### src/hw/rtl/ccw_pkg.sv
`timescale 1ns / 1ps
`default_nettype none

package ccw_pkg;

    // Largest target the row covers
    localparam int MAX_AMOUNT = 1024;
    localparam int DEPTH      = MAX_AMOUNT + 1;
    localparam int ADDR_W     = $clog2(DEPTH);

    // Fixed field widths
    localparam int COIN_W = 11;
    localparam int TGT_W  = 11;
    localparam int CNT_W  = 64;

endpackage

`default_nettype wire

### src/hw/rtl/ccw_sat_adder.sv
`timescale 1ns / 1ps
`default_nettype none

// Saturating add, flags a clamp
module ccw_sat_adder (
    input  wire logic [ccw_pkg::CNT_W-1:0] i_a,
    input  wire logic [ccw_pkg::CNT_W-1:0] i_b,
    output logic      [ccw_pkg::CNT_W-1:0] o_sum,
    output logic                           o_sat
);

    logic [ccw_pkg::CNT_W:0] full_sum;

    assign full_sum = {1'b0, i_a} + {1'b0, i_b};
    assign o_sat    = full_sum[ccw_pkg::CNT_W];
    assign o_sum    = o_sat ? {ccw_pkg::CNT_W{1'b1}} : full_sum[ccw_pkg::CNT_W-1:0];

endmodule

`default_nettype wire

### config.mk
export PLATFORM = sky130hd
export DESIGN_NAME = ccw_sat_adder
export DESIGN_NICKNAME = d
export VERILOG_FILES = /design/src/hw/rtl/ccw_pkg.sv /design/src/hw/rtl/ccw_sat_adder.sv
export SDC_FILE = /design/constraint.sdc
export NUM_CORES = 1
export LEC_CHECK = 0
export BUFFER_PORTS_ARGS = -buffer_cell sky130_fd_sc_hd__buf_2
export CAP_MARGIN = 20
export CORE_ASPECT_RATIO = 0.5
export CORE_MARGIN = 3
export CORE_UTILIZATION = 51
export DETAILED_ROUTE_END_ITERATION = 7
export GPL_TIMING_DRIVEN = 0
export PLACE_DENSITY = 0.88
export SLEW_MARGIN = 5
export SYNTH_ARGS = -nofsm -noshare
export SYNTH_HDL_FRONTEND = slang
export SYNTH_SLANG_ARGS = --single-unit
### constraint.sdc
create_clock -name vclk -period 6.8
set_input_delay 1.7 -clock vclk [all_inputs]
set_output_delay 1.7 -clock vclk [all_outputs]
set_load 0.02 [all_outputs]
Word level (Yosys, flattened, before mapping)
Index checks and enable logic that the tools add are counted.

Add/sub/neg operators: 1. Multiplexer cells: 1.

Operator list (number): adder 64 x 64 -> 65 bit (1); 2-to-1 mux 64 bit (1).

Register bits: 0. Output and inout bits: 65.

Longest topological paths before layout
Gate-level depths: netlist of the first run.

Depth in word-level cells: 2. Depth in mapped cells: 13. Depth with buffers taken out: 11.

Worst setup path before layout of the first run
No wires, ideal clock.

Kind: in2out. Start point: input i_a[0] in the netlist's numbering. End point: output o_sum[58] in the netlist's numbering. Arrival: 4.286 ns. Required time: 5.100 ns. Path slack: 0.814 ns. Cell stages on the path: 10. Path through: ha_1 > fa_1 > a211oi_1 > o211ai_1 > a21oi_1 > o21ai_1 > a21boi_0 > o21ai_1 > a31o_2 > o211ai_1.

Cells in the longest elaborated chain, start to end: 2.

Ends and longest elaborated chain: from (decl) (line ccw_sat_adder.sv:6) `input wire logic [ccw_pkg::CNT_W-1:0] i_a,`; adder 64 x 64 -> 65 bit (line ccw_sat_adder.sv:14) `assign full_sum = {1'b0, i_a} + {1'b0, i_b};`; 2-to-1 mux 64 bit (line ccw_sat_adder.sv:16) `assign o_sum = o_sat ? {ccw_pkg::CNT_W{1'b1}} : full_sum[ccw_pkg::CNT_W-1:0];`; to (decl) (line ccw_sat_adder.sv:8) `output logic [ccw_pkg::CNT_W-1:0] o_sum,`.

No other way between the ends.

Worst setup path after layout of the first run
Start point: input i_a[0] in the netlist's numbering. End point: output o_sum[25] in the netlist's numbering.

Same word-level chain as after synthesis.

==> results of run 1 <==
-- kinds of logic after synthesis --
logic type	Yosys count	synth area share, %
AND/OR/NAND/NOR	247	29.21
multiplexers	3	0.6826
adder cells (fa/ha/maj)	65	18.66
buffers and inverters	62	6.939
AO/OA/AOI/OAI	238	32.96
XOR/XNOR	58	11.55
-- layer usage --
layer  global-route usage [%]  vias to the layer above  share of wire, %
li1                         -                     2851                 -
met1                    38.82                     2575                45
met2                    49.92                      257                46
met3                    1.613                        4               8.7
met4                    1.438                        0              0.25
met5                        0                        -                 0
-- final cells by class --
type,count,area [um2]
Inverter,25,93.84
Timing Repair Buffer,193,965.9
Tap cell,112,140.1
Buffer,37,211.5
Multi-Input combinational cell,611,4109
Fill cell,759,2681
-- worst min-delay path: cells and delay by family --
family,cells,cell delay [ps]
fa+ha+maj,1,100
buf+inv,2,230
simple gates,1,90
-- power by group through the flow --
stage / sequential, mW / combinational, mW / clock [mW]
5_1_grt: 0 / 0.828 / 0
3_5_place_dp: 0 / 0.750 / 0
2_1_floorplan: 0 / 0.535 / 0
4_1_cts: 0 / 0.754 / 0
6_report: 0 / 0.761 / 0
3_3_place_gp: 0 / 0.741 / 0
-- per-stage QoR --
stage               total power, mW  cell area [um2]
floorplan                    0.5351             4399
global placement             0.7407             5505
detailed placement           0.7498             5505
CTS                          0.7542             5505
global route                 0.8282             5520
finish                       0.7612             5520
-- how the worst max path moves through the flow --
stage	from	end	slack, ps	cells past startpoint
2_1_floorplan	i_a[0]	o_sum[58]	810	10
3_3_place_gp	i_a[0]	o_sum[58]	130	12
3_5_place_dp	i_a[0]	o_sum[58]	70	12
4_1_cts	i_a[0]	o_sum[58]	40	12
5_1_grt	i_a[0]	o_sum[58]	40	14
6_report	i_a[0]	o_sum[25]	210	15
-- cells in the final DEF, fill, tap and decap left out, drive strengths merged, types with 4 or more instances in the layout --
master,synthesis,layout
a211oi,8,8
a21boi,7,7
a21o,22,22
a21oi,91,91
a31oi,6,6
buf,19,212
clkbuf,18,18
ha,64,64
inv,25,25
nand2,109,109
nand2b,6,6
nand3,8,8
nand3b,4,4
nand4,33,33
nor2,44,44
nor3,22,22
nor4,6,6
o211ai,11,11
o21a,7,7
o21ai,51,51
o21bai,13,13
o22ai,4,4
o31ai,6,6
xnor2,33,33
xor2,25,25
-- repair_timing --
action,in CTS,in global routing
resized for setup,0,4
hold buffers,0,0
endpoints found under the setup margin,0,9
==> summary.md, run 1 <==
| Metric | Value |
|---|---|
| Final wirelength | 14.57 mm |
| Switching power summed over all nets | 0.4750 mW |
| Outcome | completed |
| Via density per instance | 5.815 |
| Hold_sp | i_b[0] |
| Cell accounting for the most synthesized area | sky130_fd_sc_hd__ha_1 |
| Min-Delay Path Class | primary input to primary output |
| Buffer and inverter count on the worst path | 4 |
| Routability congestion estimate from global placement | 0.9534 |
| Setup repair after global routing missed its margin | false |
| Number of library cell types mapped by synthesis | 53 |
| Part of the total power dissipated in combinational logic | 100.0% |
| Number of core rows | 23 |
| Critical Path Fanout Max | 10 |
| Area growth from synthesis to layout | 25.48% |
| WHS | 3820 ps |
| Ant. Diodes | 0 |
| Number of buffers added for setup after CTS | 0 |
| Post-DP HPWL | 12.48 mm |
| Top-Level Pins | 193 |
| Arrival time of the worst setup path | 4890 ps |
| Initial antenna violation count | 0 |
| Final hold violation count | 0 |
| Hold Path Depth | 4 |
| Critical Path End Type | primary output |
| Endpoint, Worst Hold | o_sum[0] |
| Maximum resistive drop on vdd | 0.09672 mV |
| Layout clock buffers | 0 |
| Worst path required time | 5100 ps |
| Max-cap violations | 0 |
| Count of TritonRoute iterations in the first routing pass | 5 |
| ANT nets after route | 0 |
| Initial Util | 53.64% |
| Kind of cell adding the most delay to the critical path | compound AO/OA/AOI/OAI gates |
| Worst-case setup margin in the final layout | 211.1 ps |
| Net count of the finished layout | 1,061 |
| Measured slew at the worst slew-check pin | 715.9 ps |
| Peak clock frequency supported by timing | 151.8 MHz |
| DP Worst Slack | 71.26 ps |
| DRC violation total after the first TritonRoute iteration | 445 |
| Wire length of the first global-routing pass | 23.51 mm |
| Aggregate global-route resource usage | 27.87% |
| Total nets after synthesis | 866 |
| Internal power contribution | 0.2863 mW |
| Final critical-path required period | 6589 ps |
| Die Footprint | 9844 um2 |
| Die boundary height | 71.68 um |
| CORE AREA | 8202 um2 |
| Kind of start point of the critical path | primary input |
| Average wire per standard cell | 14.90 um |
| Vias in the first global route | 5,221 |
| Kind of critical path | primary input to primary output |
| Static Leak | 2.659 nW |
| Count of yosys warnings during synthesis | 0 |
| Mean cell area of the mapped netlist | 6.537 um2 |
| Fin cells | 978 |
| Switching Share | 62.39% |
| Core occupancy in the finished layout | 67.31% |
| Top-area cell type share of the netlist area | 18.20% |
| Cell-by-cell listing of the critical path | buf_2 -> ha_1 -> fa_1 -> a211oi_1 -> o211ai_1 -> nand3_1 -> a21oi_1 -> or3_4 -> a31oi_4 -> nor2_1 -> o21ai_1 -> buf_6 -> buf_6 -> nand2_2 -> buf_2 |
| Part of the total power dissipated in the clock network | 0% |
| Most used standard cell by instance count after synthesis | sky130_fd_sc_hd__a21oi_1 |
| Pwr Density | 137.9 nW/um2 |
| Ratio of cells with drive above 1 in the final layout | 31.41% |
| Worst-path cell with the longest stage delay | sky130_fd_sc_hd__fa_1 |
| Instance count of the mapped netlist | 673 |
| Cell count after placement | 978 |
| Reg power frac | 0% |
| Die W | 137.3 um |
| Number of failing setup endpoints in the final timing report | 0 |
| Storage element area | 0 um2 |
| TNS Setup | 0 ps |
| Port Buf Inserts | 193 |
| Pin count of the biggest net entering global routing | 11 |
| Synth Cell Area | 4399 um2 |
| Part of the Yosys area used for sequential elements | 0% |
| Number of flip-flops and latches | 0 |
| Top cells by area, synth | sky130_fd_sc_hd__ha_1 18%, sky130_fd_sc_hd__a21oi_1 10%, sky130_fd_sc_hd__nand2_2 7.0%, sky130_fd_sc_hd__xnor2_1 6.6%, sky130_fd_sc_hd__nand2_1 5.1% |
| DR vias | 5,687 |
| Worst relative slew slack | 51.83% |
| Commonest cells in the netlist | 91 x sky130_fd_sc_hd__a21oi_1, 64 x sky130_fd_sc_hd__ha_1, 60 x sky130_fd_sc_hd__nand2_1 |
| Period utilisation layout | 96.90% |
| Global-route congestion overflow total | 0 |
| CP max stage delay | 450 ps |
| Final number of max-transition violations | 0 |
| DRC violations left | 0 |
No activity file was read; power rests on OpenSTA's default activity.
==> inputs of run 2 (changes only) <==
--- a/config.mk
+++ b/config.mk
@@ -9,10 +9,10 @@
 export CAP_MARGIN = 20
 export CORE_ASPECT_RATIO = 0.5
 export CORE_MARGIN = 3
-export CORE_UTILIZATION = 51
+export CORE_UTILIZATION = 46
 export DETAILED_ROUTE_END_ITERATION = 7
 export GPL_TIMING_DRIVEN = 0
-export PLACE_DENSITY = 0.88
+export PLACE_DENSITY = 0.84
 export SLEW_MARGIN = 5
 export SYNTH_ARGS = -nofsm -noshare
 export SYNTH_HDL_FRONTEND = slang
==> constraint.sdc (replaced) <==
create_clock -name vclk -period 5.6
set_input_delay 1.4 -clock vclk [all_inputs]
set_output_delay 1.4 -clock vclk [all_outputs]
set_load 0.02 [all_outputs]
==> run 2 against run 1 <==
The flow now finishes with violations (setup timing). Combinational power up 60%. Cell count up 2.6%. First-iteration DRC count up 33%. Flip-flop and latch count unchanged. Worst setup slack worse by 250 ps. Power up 60%. Critical endpoint is now o_sum[62].
==> summary.md, run 2 (same netlist as run 1, synthesis figures left out) <==
| Metric | Value |
|---|---|
| Outcome | complete, but fails checks (was completed) |
| Violations in the final reports | setup timing |
| Most common library cell in the layout ignoring fill and taps | sky130_fd_sc_hd__buf_2 (unchanged) |
| Top-Level Pins | 193 (unchanged) |
| DRC violations left | 0 (unchanged) |
| Measured slew at the worst slew-check pin | 820.5 ps (was 715.9 ps) |
| Initial Util | 48.83% (was 53.64%) |
| Number of core rows | 24 (was 23) |
| Pin count of the biggest net entering global routing | 11 (unchanged) |
| Area growth from synthesis to layout | 50.20% (was 25.48%) |
| Final hold violation count | 0 (unchanged) |
| Core occupancy in the finished layout | 73.35% (was 67.31%) |
| Worst path required time | 4200 ps (was 5100 ps) |
| Kind of cell adding the most delay to the critical path | simple AND/OR/NAND/NOR gates (was compound AO/OA/AOI/OAI gates) |
| Pwr Density | 184.2 nW/um2 (was 137.9 nW/um2) |
| Post-DP HPWL | 12.56 mm (was 12.48 mm) |
| Commonest cells after routing, fill and taps aside | 140 x sky130_fd_sc_hd__buf_2, 83 x sky130_fd_sc_hd__a21oi_1, 61 x sky130_fd_sc_hd__buf_6, 59 x sky130_fd_sc_hd__nand2_1, 54 x sky130_fd_sc_hd__ha_1 (was 200 x sky130_fd_sc_hd__buf_2, 90 x sky130_fd_sc_hd__a21oi_1, 64 x sky130_fd_sc_hd__ha_1, 60 x sky130_fd_sc_hd__nand2_1, 49 x sky130_fd_sc_hd__nand2_2) |
| Die Footprint | 10,840 um2 (was 9844 um2) |
| Worst-case setup margin in the final layout | -36.10 ps (was 211.1 ps) |
| Net count of the finished layout | 1,081 (was 1,061) |
| Kind of start point of the critical path | primary input (unchanged) |
| Routability congestion estimate from global placement | 0.9435 (was 0.9534) |
| Kind of critical path | primary input to primary output (unchanged) |
| Number of flip-flops and latches | 0 (unchanged) |
| Buffer and inverter count on the worst path | 3 (was 4) |
| Final wirelength | 17.00 mm (was 14.57 mm) |
| Worst-path cell with the longest stage delay | sky130_fd_sc_hd__or4_4 (was sky130_fd_sc_hd__fa_1) |
| Met3 track utilization from global routing | 1.904% (was 1.613%) |
| Routing layer with the top usage in global route | met2 (unchanged) |
| Port Buf Inserts | 193 (unchanged) |
| ANT nets after route | 0 (unchanged) |
| Count of TritonRoute iterations in the first routing pass | 6 (was 5) |
| Average wire per standard cell | 16.95 um (was 14.90 um) |
| Vias in the first global route | 5,390 (was 5,221) |
| Layout clock buffers | 0 (unchanged) |
| Worst relative slew slack | 44.79% (was 51.83%) |
| Number of gates on the worst path with buffers counted | 13 (was 15) |
| Aggregate global-route resource usage | 26.94% (was 27.87%) |
| Final number of max-transition violations | 0 (unchanged) |
| Final critical-path required period | 5636 ps |
| Hold Path Depth | 4 (unchanged) |
| Wire length of the first global-routing pass | 24.36 mm (was 23.51 mm) |
| Post-placement cell area | 5512 um2 (was 5505 um2) |
| Ant. Diodes | 0 (unchanged) |
| Die boundary height | 75.15 um (was 71.68 um) |
| CORE AREA | 9009 um2 (was 8202 um2) |
| Initial antenna violation count | 0 (unchanged) |
| Static Leak | 3.086 nW (was 2.659 nW) |
| Ratio of cells with drive above 1 in the final layout | 38.60% (was 31.41%) |
| Max-cap violations | 0 (unchanged) |
| DRC violation total after the first TritonRoute iteration | 592 (was 445) |
| Critical Path End Type | primary output (unchanged) |
| Die W | 144.3 um (was 137.3 um) |
| DR vias | 6,000 (was 5,687) |
| Number of failing setup endpoints in the final timing report | 36 (was 0) |
| Via density per instance | 5.982 (was 5.815) |
| Layout Cell Area excl Fill | 6608 um2 (was 5520 um2) |
| Period utilisation layout | 100.6% |
| Maximum resistive drop on vdd | 0.1069 mV (was 0.09672 mV) |
| Cell-by-cell listing of the critical path | buf_2 -> ha_1 -> buf_6 -> nand4_1 -> or4_4 -> or3_4 -> a21oi_4 -> or3_4 -> a31oi_4 -> o21ai_1 -> mux2i_1 -> nand4_1 -> buf_2 (was buf_2 -> ha_1 -> fa_1 -> a211oi_1 -> o211ai_1 -> nand3_1 -> a21oi_1 -> or3_4 -> a31oi_4 -> nor2_1 -> o21ai_1 -> buf_6 -> buf_6 -> nand2_2 -> buf_2) |
| Global-route congestion overflow total | 0 (unchanged) |
| Critical Path Fanout Max | 7 (was 10) |
| Peak clock frequency supported by timing | 177.4 MHz |
| Min-Delay Path Class | primary input to primary output (unchanged) |
| CP max stage delay | 560 ps (was 450 ps) |
| Setup repair after global routing missed its margin | true (was false) |
| Met2 global-route usage | 48.59% (was 49.92%) |
| Storage element area | 0 um2 (unchanged) |
| Arrival time of the worst setup path | 4240 ps (was 4890 ps) |
| Met1 layer usage reported by global route | 36.21% (was 38.82%) |
-- run 2: cell count changes in the layout (fill, tap and decap cells not counted), sizes merged --
cell	before	now
buf	212	239
clkbuf	18	11
-- run 2: repair_timing --
item,CTS,global route
gates resized for setup,117,110
pin swaps,8,10
setup endpoints to repair,65,65
hold buffers,0,0
setup buffers,11,15
gates cloned,2,2
-- run 2: metrics by stage --
stage / setup WS (ps) / hold slack [ps] / setup TNS [ps] / power, mW / std cells
5_1_grt: -121.2 / 3225 / -5209 / 1.295 / 1003
3_3_place_gp: -490.1 / 3208 / -17420 / 0.9005 / 983
6_report: -36.10 / 3220 / -559.8 / 1.217 / 1003
2_1_floorplan: 214.4 / 3091 / 0 / 0.6498 / 673
3_5_place_dp: -519.5 / 3224 / -19800 / 0.9106 / 983
4_1_cts: -40.09 / 3255 / -62.16 / 1.053 / 995
-- run 2: cell type report --
cell class,count,area [um2]
Multi-Input combinational cell,611,4513
Timing Repair Buffer,223,1588
Fill cell,709,2401
Inverter,25,96.34
Buffer,27,264.0
Tap cell,117,146.4
-- run 2: power by group --
group	internal (mW)	total, mW	switching, mW
logic	0.538	1.22	0.679
clock network	0	0	0
registers	0	0	0
-- run 2: final timing paths --
path | startpoint | end | slack [ps]
max | i_a[42] | o_sum[62] | -40
min | i_a[0] | o_sum[0] | 3220
-- run 2: layer usage --
metal	routed length, um	part of all wire [%]	up-vias
met4	345	2.0	0
met2	8111	48	309
met3	1451	8.5	42
met1	7091	42	2731
met5	0	0	-
li1	-	-	2918
-- run 2: worst min-delay path: cells and delay by family --
family / cells / cell delay [ps]
fa+ha+maj: 1 / 110
simple gates: 1 / 110
buf+inv: 2 / 200
